### config.mk
export PLATFORM = sky130hd
export DESIGN_NAME = histogram_minmax_normalize_top
export DESIGN_NICKNAME = d
export VERILOG_FILES = /design/src/hmn_pkg.sv /design/src/hmn_bin_mem.sv /design/src/hmn_div.sv /design/src/histogram_minmax_normalize_top.sv
export VERILOG_INCLUDE_DIRS = /design/src /design/src/src
export SDC_FILE = /design/constraint.sdc
export NUM_CORES = 2
export LEC_CHECK = 0
export ABC_AREA = 1
export BUFFER_PORTS_ARGS = -buffer_cell sky130_fd_sc_hd__buf_2
export CORE_MARGIN = 2
export CORE_UTILIZATION = 50
export DETAILED_ROUTE_END_ITERATION = 10
export MAX_ROUTING_LAYER = met4
export PLACE_DENSITY_LB_ADDON = 0.3
export SLEW_MARGIN = 15
export SYNTH_ARGS = -nofsm -noshare
export SYNTH_HDL_FRONTEND = slang
export SYNTH_SLANG_ARGS = --single-unit
### constraint.sdc
create_clock -name clk -period 6.55 [get_ports clk]
set_input_delay 1.31 -clock clk [delete_from_list [all_inputs] [get_ports clk]]
set_output_delay 1.31 -clock clk [all_outputs]
set_load 0.05 [all_outputs]
### src/histogram_minmax_normalize_top_assert.svh
// Assertion macros used by the histogram top level.
`ifndef HISTOGRAM_MINMAX_NORMALIZE_TOP_ASSERT_SVH
`define HISTOGRAM_MINMAX_NORMALIZE_TOP_ASSERT_SVH

// Same-cycle implication, checked outside reset.
`define HMN_ASSERT_IMP(lbl, ante, cons, msg) \
  lbl: assert property (@(posedge clk) disable iff (!rst_n) (ante) |-> (cons)) \
    else $error(msg);

// Next-cycle implication, checked outside reset.
`define HMN_ASSERT_NXT(lbl, ante, cons, msg) \
  lbl: assert property (@(posedge clk) disable iff (!rst_n) (ante) |=> (cons)) \
    else $error(msg);

`endif

### src/hmn_pkg.sv
// Types and constants of the histogram min/max normalize block.
`timescale 1ns / 1ps

package hmn_pkg;

  localparam int BIN_W = 32;
  localparam int IDX_W = 6;
  localparam int REQ_W = 2;
  localparam int ST_W  = 2;

  typedef enum logic [REQ_W-1:0] {
    REQ_CLEAR = 2'd0,
    REQ_INC   = 2'd1,
    REQ_READ  = 2'd2,
    REQ_NORM  = 2'd3
  } req_t;

  localparam logic [ST_W-1:0] ST_OK       = 2'd0;
  localparam logic [ST_W-1:0] ST_SAT      = 2'd1;
  localparam logic [ST_W-1:0] ST_ZERO_MAX = 2'd2;

  typedef enum logic [3:0] {
    S_IDLE,
    S_CLR,
    S_RMW,
    S_SRD,
    S_SCMP,
    S_NRD,
    S_NDIV,
    S_NWAIT,
    S_HOLD
  } state_t;

  typedef struct packed {
    logic busy;
    logic done;
  } div_stat_t;

endpackage

### src/hmn_bin_mem.sv
// Bin store: one write port, one registered read port.
`timescale 1ns / 1ps

module hmn_bin_mem #(
  parameter int DEPTH = 64,
  parameter int AW    = 6
) (
  input  logic                        clk,
  input  logic                        we,
  input  logic [AW-1:0]               waddr,
  input  logic [hmn_pkg::BIN_W-1:0]   wdata,
  input  logic [AW-1:0]               raddr,
  output logic [hmn_pkg::BIN_W-1:0]   rdata
);

  logic [hmn_pkg::BIN_W-1:0] mem_r [DEPTH];
  logic [hmn_pkg::BIN_W-1:0] rdata_r;

  always_ff @(posedge clk) begin
    if (we) begin
      mem_r[waddr] <= wdata;
    end
  end

  always_ff @(posedge clk) begin
    rdata_r <= mem_r[raddr];
  end

  assign rdata = rdata_r;

endmodule

### src/hmn_div.sv
// Iterative restoring divider, one quotient bit per cycle.
`timescale 1ns / 1ps

module hmn_div #(
  parameter int DW = 48
) (
  input  logic                       clk,
  input  logic                       rst_n,
  input  logic                       start,
  input  logic [DW-1:0]              dividend,
  input  logic [hmn_pkg::BIN_W-1:0]  divisor,
  output hmn_pkg::div_stat_t         stat,
  output logic [hmn_pkg::BIN_W-1:0]  quot
);

  localparam int CW = $clog2(DW + 1);
  localparam int BW = hmn_pkg::BIN_W;

  logic          busy_r, busy_nxt;
  logic          done_r, done_nxt;
  logic [CW-1:0] cnt_r, cnt_nxt;
  logic [BW-1:0] rem_r, rem_nxt;
  logic [DW-1:0] dq_r, dq_nxt;
  logic [BW-1:0] dsr_r, dsr_nxt;

  logic [BW:0]   rem_sh;
  logic [BW+1:0] diff;
  logic          ge;

  assign rem_sh = {rem_r, dq_r[DW-1]};
  assign diff   = {1'b0, rem_sh} - {2'b00, dsr_r};
  assign ge     = !diff[BW+1];

  always_comb begin
    busy_nxt = busy_r;
    done_nxt = 1'b0;
    cnt_nxt  = cnt_r;
    rem_nxt  = rem_r;
    dq_nxt   = dq_r;
    dsr_nxt  = dsr_r;
    if (start) begin
      busy_nxt = 1'b1;
      cnt_nxt  = CW'(DW);
      rem_nxt  = '0;
      dq_nxt   = dividend;
      dsr_nxt  = divisor;
    end else if (busy_r) begin
      rem_nxt = ge ? diff[BW-1:0] : rem_sh[BW-1:0];
      dq_nxt  = {dq_r[DW-2:0], ge};
      cnt_nxt = cnt_r - 1'b1;
      if (cnt_r == CW'(1)) begin
        busy_nxt = 1'b0;
        done_nxt = 1'b1;
      end
    end
  end

  always_ff @(posedge clk) begin
    if (!rst_n) begin
      busy_r <= 1'b0;
      done_r <= 1'b0;
      cnt_r  <= '0;
    end else begin
      busy_r <= busy_nxt;
      done_r <= done_nxt;
      cnt_r  <= cnt_nxt;
    end
  end

  always_ff @(posedge clk) begin
    rem_r <= rem_nxt;
    dq_r  <= dq_nxt;
    dsr_r <= dsr_nxt;
  end

  assign stat.busy = busy_r;
  assign stat.done = done_r;
  assign quot      = dq_r[BW-1:0];

endmodule

### src/histogram_minmax_normalize_top.sv
// Top level of the histogram store with min/max normalization.
`timescale 1ns / 1ps
//
//  channel  | handshake            | payload
//  ---------+----------------------+----------------------------------------
//  in       | in_valid / in_ready  | in_req_type[1:0], in_bin_index[5:0]
//  out      | out_valid / out_ready| out_bin_value[31:0], out_status[1:0]
//
//  Read and increment: accept, then the read-modify-write state S_RMW on
//  the bin memory's single read port.
//  Clear: one memory word written per cycle, over all NUM_BINS words.
//  Normalize: a min/max scan (S_SRD, S_SCMP for each bin), then for each
//  bin S_NRD, S_NDIV and S_NWAIT on the one-bit-per-cycle divider.
//  After reset a clearing pass over all NUM_BINS words runs before in_ready rises.
//  A finished transaction waits in the output register; the block goes back
//  to idle while it waits, and only stalls if a second result is ready first.

module histogram_minmax_normalize_top #(
  parameter int NUM_BINS  = 64,
  parameter int FRAC_BITS = 16
) (
  input  logic                          clk,
  input  logic                          rst_n,
  input  logic                          in_valid,
  output logic                          in_ready,
  input  logic [hmn_pkg::REQ_W-1:0]     in_req_type,
  input  logic [hmn_pkg::IDX_W-1:0]     in_bin_index,
  output logic                          out_valid,
  input  logic                          out_ready,
  output logic [hmn_pkg::BIN_W-1:0]     out_bin_value,
  output logic [hmn_pkg::ST_W-1:0]      out_status
);

`include "histogram_minmax_normalize_top_assert.svh"

  localparam int AW = $clog2(NUM_BINS);
  localparam int BW = hmn_pkg::BIN_W;
  localparam int DW = BW + FRAC_BITS;
  localparam logic [BW-1:0] ONE_FX  = BW'(1) << FRAC_BITS;
  localparam logic [BW-1:0] SAT_LIM = {BW{1'b1}} - ONE_FX;
  localparam logic [AW-1:0] LAST    = AW'(NUM_BINS - 1);

  hmn_pkg::state_t state_r, state_nxt;
  hmn_pkg::req_t   req_r, req_nxt;
  logic [AW-1:0]   cnt_r, cnt_nxt;
  logic [AW-1:0]   addr_r, addr_nxt;
  logic            rng_r, rng_nxt;
  logic            clr_req_r, clr_req_nxt;
  logic [BW-1:0]   min_r, min_nxt;
  logic [BW-1:0]   max_r, max_nxt;
  logic [BW-1:0]   res_val_r, res_val_nxt;
  logic [hmn_pkg::ST_W-1:0] res_st_r, res_st_nxt;
  logic            out_valid_r, out_valid_nxt;
  logic [BW-1:0]   out_val_r, out_val_nxt;
  logic [hmn_pkg::ST_W-1:0] out_st_r, out_st_nxt;

  // memory port
  logic            mem_we;
  logic [AW-1:0]   mem_waddr;
  logic [BW-1:0]   mem_wdata;
  logic [AW-1:0]   mem_raddr;
  logic [BW-1:0]   mem_rdata;

  // divider port
  logic                 div_start;
  logic [DW-1:0]        div_dividend;
  hmn_pkg::div_stat_t   div_stat;
  logic [BW-1:0]        div_quot;

  logic            fin;
  logic [BW-1:0]   fin_val;
  logic [hmn_pkg::ST_W-1:0] fin_st;
  logic            slot_free;
  logic            in_rng;
  logic [BW-1:0]   scan_min, scan_max;
  logic [BW-1:0]   bin_diff;

  hmn_bin_mem #(
    .DEPTH (NUM_BINS),
    .AW    (AW)
  ) u_mem (
    .clk   (clk),
    .we    (mem_we),
    .waddr (mem_waddr),
    .wdata (mem_wdata),
    .raddr (mem_raddr),
    .rdata (mem_rdata)
  );

  hmn_div #(
    .DW (DW)
  ) u_div (
    .clk      (clk),
    .rst_n    (rst_n),
    .start    (div_start),
    .dividend (div_dividend),
    .divisor  (max_r),
    .stat     (div_stat),
    .quot     (div_quot)
  );

  assign slot_free    = !out_valid_r || out_ready;
  assign in_rng       = 32'(in_bin_index) < 32'(NUM_BINS);
  assign scan_min     = (mem_rdata < min_r) ? mem_rdata : min_r;
  assign scan_max     = (mem_rdata > max_r) ? mem_rdata : max_r;
  assign bin_diff     = mem_rdata - min_r;
  assign div_dividend = DW'(bin_diff) << FRAC_BITS;

  always_comb begin
    state_nxt     = state_r;
    req_nxt       = req_r;
    cnt_nxt       = cnt_r;
    addr_nxt      = addr_r;
    rng_nxt       = rng_r;
    clr_req_nxt   = clr_req_r;
    min_nxt       = min_r;
    max_nxt       = max_r;
    res_val_nxt   = res_val_r;
    res_st_nxt    = res_st_r;
    out_valid_nxt = out_valid_r && !out_ready;
    out_val_nxt   = out_val_r;
    out_st_nxt    = out_st_r;
    mem_we        = 1'b0;
    mem_waddr     = cnt_r;
    mem_wdata     = '0;
    mem_raddr     = cnt_r;
    div_start     = 1'b0;
    fin           = 1'b0;
    fin_val       = '0;
    fin_st        = hmn_pkg::ST_OK;

    unique case (state_r)
      hmn_pkg::S_IDLE: begin
        mem_raddr = AW'(in_bin_index);
        if (in_valid) begin
          req_nxt     = hmn_pkg::req_t'(in_req_type);
          addr_nxt    = AW'(in_bin_index);
          rng_nxt     = in_rng;
          cnt_nxt     = '0;
          clr_req_nxt = 1'b0;
          unique case (hmn_pkg::req_t'(in_req_type))
            hmn_pkg::REQ_CLEAR: begin
              clr_req_nxt = 1'b1;
              state_nxt   = hmn_pkg::S_CLR;
            end
            hmn_pkg::REQ_INC, hmn_pkg::REQ_READ: state_nxt = hmn_pkg::S_RMW;
            hmn_pkg::REQ_NORM: begin
              min_nxt   = '1;
              max_nxt   = '0;
              state_nxt = hmn_pkg::S_SRD;
            end
            default: state_nxt = hmn_pkg::S_IDLE;
          endcase
        end
      end
      hmn_pkg::S_CLR: begin
        mem_we = 1'b1;
        if (cnt_r == LAST) begin
          if (clr_req_r) begin
            fin = 1'b1;
          end else begin
            state_nxt = hmn_pkg::S_IDLE;
          end
        end else begin
          cnt_nxt = cnt_r + 1'b1;
        end
      end
      hmn_pkg::S_RMW: begin
        mem_waddr = addr_r;
        fin       = 1'b1;
        if (rng_r) begin
          if (req_r == hmn_pkg::REQ_INC) begin
            mem_we = 1'b1;
            if (mem_rdata > SAT_LIM) begin
              mem_wdata = '1;
              fin_st    = hmn_pkg::ST_SAT;
            end else begin
              mem_wdata = mem_rdata + ONE_FX;
            end
            fin_val = mem_wdata;
          end else begin
            fin_val = mem_rdata;
          end
        end
      end
      hmn_pkg::S_SRD: state_nxt = hmn_pkg::S_SCMP;
      hmn_pkg::S_SCMP: begin
        min_nxt = scan_min;
        max_nxt = scan_max;
        if (cnt_r == LAST) begin
          cnt_nxt = '0;
          if (scan_max == '0) begin
            fin    = 1'b1;
            fin_st = hmn_pkg::ST_ZERO_MAX;
          end else begin
            state_nxt = hmn_pkg::S_NRD;
          end
        end else begin
          cnt_nxt   = cnt_r + 1'b1;
          state_nxt = hmn_pkg::S_SRD;
        end
      end
      hmn_pkg::S_NRD: state_nxt = hmn_pkg::S_NDIV;
      hmn_pkg::S_NDIV: begin
        div_start = 1'b1;
        state_nxt = hmn_pkg::S_NWAIT;
      end
      hmn_pkg::S_NWAIT: begin
        if (div_stat.done) begin
          mem_we    = 1'b1;
          mem_wdata = div_quot;
          if (cnt_r == LAST) begin
            fin = 1'b1;
          end else begin
            cnt_nxt   = cnt_r + 1'b1;
            state_nxt = hmn_pkg::S_NRD;
          end
        end
      end
      hmn_pkg::S_HOLD: begin
        if (slot_free) begin
          out_valid_nxt = 1'b1;
          out_val_nxt   = res_val_r;
          out_st_nxt    = res_st_r;
          state_nxt     = hmn_pkg::S_IDLE;
        end
      end
      default: state_nxt = hmn_pkg::S_IDLE;
    endcase

    // result goes straight out when the output register is free
    if (fin) begin
      if (slot_free) begin
        out_valid_nxt = 1'b1;
        out_val_nxt   = fin_val;
        out_st_nxt    = fin_st;
        state_nxt     = hmn_pkg::S_IDLE;
      end else begin
        res_val_nxt = fin_val;
        res_st_nxt  = fin_st;
        state_nxt   = hmn_pkg::S_HOLD;
      end
    end
  end

  // reset starts the clearing pass over the bin memory
  always_ff @(posedge clk) begin
    if (!rst_n) begin
      state_r     <= hmn_pkg::S_CLR;
      cnt_r       <= '0;
      clr_req_r   <= 1'b0;
      out_valid_r <= 1'b0;
    end else begin
      state_r     <= state_nxt;
      cnt_r       <= cnt_nxt;
      clr_req_r   <= clr_req_nxt;
      out_valid_r <= out_valid_nxt;
    end
  end

  always_ff @(posedge clk) begin
    req_r     <= req_nxt;
    addr_r    <= addr_nxt;
    rng_r     <= rng_nxt;
    min_r     <= min_nxt;
    max_r     <= max_nxt;
    res_val_r <= res_val_nxt;
    res_st_r  <= res_st_nxt;
    out_val_r <= out_val_nxt;
    out_st_r  <= out_st_nxt;
  end

  assign in_ready      = (state_r == hmn_pkg::S_IDLE);
  assign out_valid     = out_valid_r;
  assign out_bin_value = out_val_r;
  assign out_status    = out_st_r;

  `HMN_ASSERT_IMP(a_no_write_idle, (state_r == hmn_pkg::S_IDLE || state_r == hmn_pkg::S_HOLD), !mem_we, "bin memory written while idle")
  `HMN_ASSERT_IMP(a_div_start_free, div_start, !div_stat.busy, "divider started while busy")
  `HMN_ASSERT_IMP(a_norm_bounds, state_r == hmn_pkg::S_NRD, (max_r != '0) && (min_r <= max_r), "normalize pass with bad min/max")
  `HMN_ASSERT_NXT(a_accept_busy, in_valid && in_ready, state_r != hmn_pkg::S_IDLE, "accepted transaction left block idle")

endmodule

# Word-level counts from Yosys, hierarchy flattened
# Memory sizes are Yosys's and may differ from the RTL's. A register that Yosys moved wholly into a read port is not among the register bits.
# Index checks and enable logic that the tools add are counted.
dict set report totals {
  output_inout_bits 36
  reg_bits 272
  n_memories 1
  wordCells 151
  mem_bits_rw 2048
}
# memory depth width read_ports rd_ports_with_merged_regs write_ports line_no
set memory_table {}
lappend memory_table {u_mem.mem_r 64 32 1 1 1 hmn_bin_mem.sv:16} ;# logic [hmn_pkg::BIN_W-1:0] mem_r [DEPTH];
dict set report op_classes {
  reduce_logical 20
  n_lt_le_gt_ge 3
  n_eq_ne 26
  bitwise_logic 3
  muxes 73
  addsub 5
}
# op count
set ops {}
lappend ops {{32-bit two-way mux} 16}
lappend ops {{32-bit case mux with 2 select lines} 3}
lappend ops {{48-bit two-way mux} 2}
lappend ops {{6-bit two-way mux} 8}
lappend ops {{4-bit two-way mux} 10}
lappend ops {{4-bit case mux with 9 select lines} 1}
lappend ops {{33-bit by 32-bit subtractor with 34-bit output} 1}
lappend ops {{32-bit by 17-bit adder with 32-bit output (second input constant)} 1}
lappend ops {{32-bit greater-than comparator} 1}
lappend ops {{32-bit greater-than comparator (second input constant)} 1}
lappend ops {{32-bit logical NOT} 1}
lappend ops {{32-bit less-than comparator} 1}
lappend ops {{32-bit subtractor} 1}
lappend ops {{6-bit case mux with 4 select lines} 1}
lappend ops {{1-bit two-way mux} 22}
lappend ops {{4-bit by 3-bit equality test with 1-bit output (second input constant)} 4}
lappend ops {{2-bit two-way mux} 6}
lappend ops {{3-bit inequality test (second input constant)} 4}
lappend ops {{4-bit case mux with 3 select lines} 1}
lappend ops {{4-bit by 2-bit equality test with 1-bit output (second input constant)} 2}
lappend ops {{8-bit AND reduction} 1}
lappend ops {{6-bit by 1-bit adder with 6-bit output (second input constant)} 1}
lappend ops {{6-bit by 1-bit equality test with 1-bit output (second input constant)} 1}
lappend ops {{6-bit equality test (second input constant)} 1}
lappend ops {{25 further kinds} 39}

# Depth between registers and ports, before layout
dict set report logic_depth {
  depth_word 8
  mapped_depth 30
}

# Hierarchy
# A second synthesis with hierarchy kept.
dict set report hier_totals {
  hier_cells 9227
  area_unflattened_um2 101014.4
}
# module cells_each instances seq_area_each_um2 area_per_inst_um2
set by_module_without_submodules {}
lappend by_module_without_submodules {hmn_bin_mem 6769 1 62139.6 82785.6}
lappend by_module_without_submodules {histogram_minmax_normalize_top 1350 1 4103.9 10352.4}
lappend by_module_without_submodules {hmn_div 1108 1 3203.1 7876.3}

# Least setup slack after synthesis
# No wires, ideal clock.
dict set report synth_path {
  path_kind {register to register}
  from {reg state_r[0]}
  to {reg min_r[0], enable pin}
  period_less_slack_ps 6730
  setup_ps 470
  path_buffers 1
  stages_incl_launch_ff 10
  arrival_time_ps 6260
  setup_slack_ps -180
  path_cell_list {dfxtp_1 -> nor2_1 -> inv_1 -> nor2_2 -> inv_1 -> clkbuf_1 -> nor2_1 -> inv_1 -> a21oi_1 -> a21boi_0}
}
dict set report synth_via {
  elab_chain_cells 3
}
# item line_no
set synth_rtl {}
lappend synth_rtl {{start: declaration} histogram_minmax_normalize_top.sv:43} ;# hmn_pkg::state_t state_r, state_nxt;
lappend synth_rtl {{start signal: assignment} histogram_minmax_normalize_top.sv:249} ;# state_r <= hmn_pkg::S_CLR;
lappend synth_rtl {{start signal: assignment} histogram_minmax_normalize_top.sv:254} ;# state_r <= state_nxt;
lappend synth_rtl {{4-bit logical NOT (*)} -}
lappend synth_rtl {{net in_ready} histogram_minmax_normalize_top.sv:25} ;# output logic in_ready,
lappend synth_rtl {{2-bit by 1-bit inequality test with 1-bit output (no line), or another cell as far along} -}
lappend synth_rtl {{4-bit AND reduction (no line) (*)} -}
lappend synth_rtl {{end signal: assignment} histogram_minmax_normalize_top.sv:265} ;# min_r <= min_nxt;
lappend synth_rtl {{end: declaration} histogram_minmax_normalize_top.sv:49} ;# logic [BW-1:0] min_r, min_nxt;
# The timed path passes the listed nets; every way through them passes the cells marked *.
# A chain may end at the register's enable or synchronous reset.

# Worst setup path in the final report
dict set report layout_path {
  from {reg state_r[0]}
  to {reg u_mem.rdata_r, in the netlist u_mem.rdata[28], read port of u_mem.mem_r}
}
dict set report layout_via {
  elab_chain_cells 2
}
# item line_no
set layout_rtl {}
lappend layout_rtl {{4-bit logical NOT} histogram_minmax_normalize_top.sv:132} ;# unique case (state_r)
lappend layout_rtl {{6-bit two-way mux} histogram_minmax_normalize_top.sv:132}
lappend layout_rtl {{end: declaration} hmn_bin_mem.sv:17} ;# logic [hmn_pkg::BIN_W-1:0] rdata_r;
# No other way between the ends.

==> impl_metrics.py <==
metrics = {
    "clocking": {
        "cts_setup_buffers": 0,
        "cts_root_buffer": "clkbuf_16",
        "cts_max_level": 4,
        "cts_tree": "built",
        "numCtsBuffers": 225,
        "clkLatencyLatePin_ns": 0.89,
        "cts_buffer_depth": 3,
        "cts_resized": 0,
        "holdBufCountCts": 0,
        "path_clk_slew_ns": 0.06,
        "cts_sinks": 2352,
    },
    "placement": {
        "dp_hpwl_mm": 157,
        "dpl.cell_count": 10200,
        "dpl_cell_area_um2": 101000,
        "port_buffers": 47,
        "place_congestion": 0.923,
    },
    "layout": {
        "seq_area_um2": 69300,
        "design_area_um2": 108000,
        "final_common_cell": "edfxtp_1",
        "fill_cells": 15500,
        "instances_no_fill": 10600,
        "multi_input_area_um2": 25000,
        "layout-drive-gt1-share_pct": 8.73,
        "fin_nets": 8028,
        "final_cell_mix": "edfxtp_1, o21ai_0, nor2_1, o22ai_1, nand2_1",
        "area_delta_synth_final_pct": 12.1,
        "finish.utilization_pct": 56.3,
    },
    "routing": {
        "dr.pass1.iters": 6,
        "wl_per_cell_um": 26.5,
        "routed_via_density": 6.23,
        "antenna_left": 0,
        "drc_errors": 0,
        "drt_iter0_drc": 9676,
        "via_count": 66200,
        "routed_wl_mm": 281,
    },
    "global_route": {
        "first_global_vias": 62400,
        "gr-total-overflow": 0,
        "grt_max_degree": 201,
        "antenna_found_initial": 6,
        "grt_pass1_wl_mm": 410,
        "grtUsageTotal_pct": 28.9,
    },
    "logic_synthesis": {
        "synth_edf_count": 2218,
        "syn-instance-count": 7939,
        "ys_types": 54,
        "ys_ff_latch": 2352,
        "seq_area_frac_synth_pct": 71.8,
        "synthDominantCellAreaShare_pct": 69.1,
        "ys.flop_type": "edfxtp_1",
        "avgSynthCellArea_um2": 12.1,
        "ys_warn_count": 0,
        "synth.area.top_cells": "edfxtp_1, o21ai_0, nor2_1",
        "synth_nets": 8056,
        "syn_area_um2": 96400,
        "synth_top_area_cell": "edfxtp_1",
        "synthArstFlopShare_pct": 0,
    },
    "critical_path": {
        "worstSetupStartpointType": "register",
        "crit_chain": "nor2_1 > inv_1 > nor2_2 > inv_1 > o21ai_4 > buf_12 > o21ai_0 > o22ai_1 > o21ai_0 > o221ai_1 > nand3_1 > nand2_1",
        "rr_worst_depth": 12,
        "crit_fanout": 164,
        "required_ns": 7.29,
        "critPathKind": "reg2reg",
        "arrival_ns": 5.89,
        "critPathCaptureType": "register",
        "max_stage_delay_ns": 0.65,
        "slowest_stage": "o21ai_4",
    },
    "timing": {
        "finalCritPeriodShare_pct": 78.5,
        "setup_viol": 0,
        "fin_setup_tns_ns": 0,
        "rsz0062_at_grt": "false",
        "slew_viol_final": 0,
        "fin_skew_ns": 0.0456,
        "slew_headroom_pct": 19.4,
        "fin_crit_ns": 5.14,
        "hold_viol": 0,
        "worst_pin_slew_ns": 1.21,
        "fmax_ghz": 0.194,
    },
    "floorplan": {
        "dieHeight_um": 443,
        "die_x_um": 443,
        "dieArea_um2": 196000,
        "io_pins": 48,
        "row_count": 161,
        "fp.coreArea_um2": 192000,
        "start_util_pct": 50.2,
    },
    "min_path": {
        "min_path_type": "reg2reg",
        "whs_path_depth": 0,
    },
    "power_and_ir_drop": {
        "p_leak_nw": 31.9,
        "vdd_drop_max_mv": 0.459,
        "power_density_nw_per_um2": 385,
    },
    "run_status": {
        "status": "finished, final reports clean",
    },
    "job": {
        "max_cap_viol_count": 0,
    },
}
[synth_stat cells (18+ instances only)]
| cell | number |
|---|---|
| buf_2 | 22 |
| xnor2_1 | 21 |
| a31oi_1 | 18 |
| o21ai_0 | 1470 |
| o221ai_1 | 146 |
| nand3_1 | 130 |
| nor3_1 | 23 |
| nor2_1 | 1478 |
| dfxtp_1 | 134 |
| nand2_1 | 510 |
| edfxtp_1 | 2218 |
| inv_1 | 310 |
| xor2_1 | 25 |
| o22ai_1 | 534 |
| a21oi_1 | 151 |
| ha_1 | 103 |
| clkbuf_1 | 472 |
[worst max-delay path, delay by kind of cell (launching register included)]
| kind | cells | cell delay (ns) |
|---|---|---|
| simple gates | 4 | 1.35 |
| flops | 1 | 0.36 |
| compound gates | 5 | 1.88 |
| buf+inv | 3 | 1.14 |
[cell type report]
cell class                      count  area share (%)
Inverter                          319            1.13
Antenna cell                        4         0.00925
Sequential cell                  2352            64.1
Clock buffer                      304            5.60
Clock inverter                    119            1.15
Multi-Input combinational cell   4762            23.1
Tap cell                         2526            2.92
Timing Repair Buffer              251            1.98
[report_power, final]
group          leakage, nW  switching (mW)  internal (mW)
Combinational         11.1            8.91           2.66
Clock                 3.53            5.63           7.25
Sequential            17.3           0.412           16.8
[final timing paths]
path	from	slack, ns	endpoint
hold / removal	max_r[29]	0.45	u_div.dsr_r[29]
setup / recovery	state_r[0]	1.41	u_mem.rdata[28]
setup reg to reg	state_r[0]	1.41	u_mem.rdata[28]
hold reg to reg	max_r[29]	0.45	u_div.dsr_r[29]
[kinds of logic (layout without fill, tap and decap cells)]
logic type | Yosys count | in the layout | synth area share, %
adders and majority gates | 105 | 105 | 1.38
other | 0 | 4 | 0
xor gates and xnor gates | 46 | 46 | 0.418
buffers and inverters | 825 | 993 | 3.27
AOI/OAI and AO/OA | 2387 | 2387 | 13.8
and+or+nand+nor | 2190 | 2190 | 8.87
muxes | 34 | 34 | 0.375
DFF | 2352 | 2352 | 71.8
[metrics by stage]
step                total power [mW]  setup WS [ns]  hold WS, ns
detailed placement              28.7           1.67        0.435
finish                          41.7           1.41        0.451
CTS                             41.5           1.63        0.450
global placement                28.6           1.71        0.428
floorplan                       24.2          0.430        0.426
global route                    43.1           1.22        0.453
[per-layer routing]
layer	wire length (µm)	GRT usage [%]	up-vias
met3	29200	4.68	559
li1	-	-	29200
met4	11200	11.1	0
met2	130000	44.2	3871
met5	0	-	-
met1	111000	39.1	32600
[sequential cells by signal, summed over array words and instances (netlist names), 2 cells and up]
name           count
addr_r             6
cnt_r              6
max_r             32
min_r             32
out_bin_value     32
out_status         2
req_r              2
res_st_r           2
res_val_r         32
state_r            4
u_div.cnt_r        6
u_div.dq_r        48
u_div.dsr_r       32
u_div.rem_r       32
u_mem.mem_r     2048
u_mem.rdata       32
(Power assumes the default switching activity.)
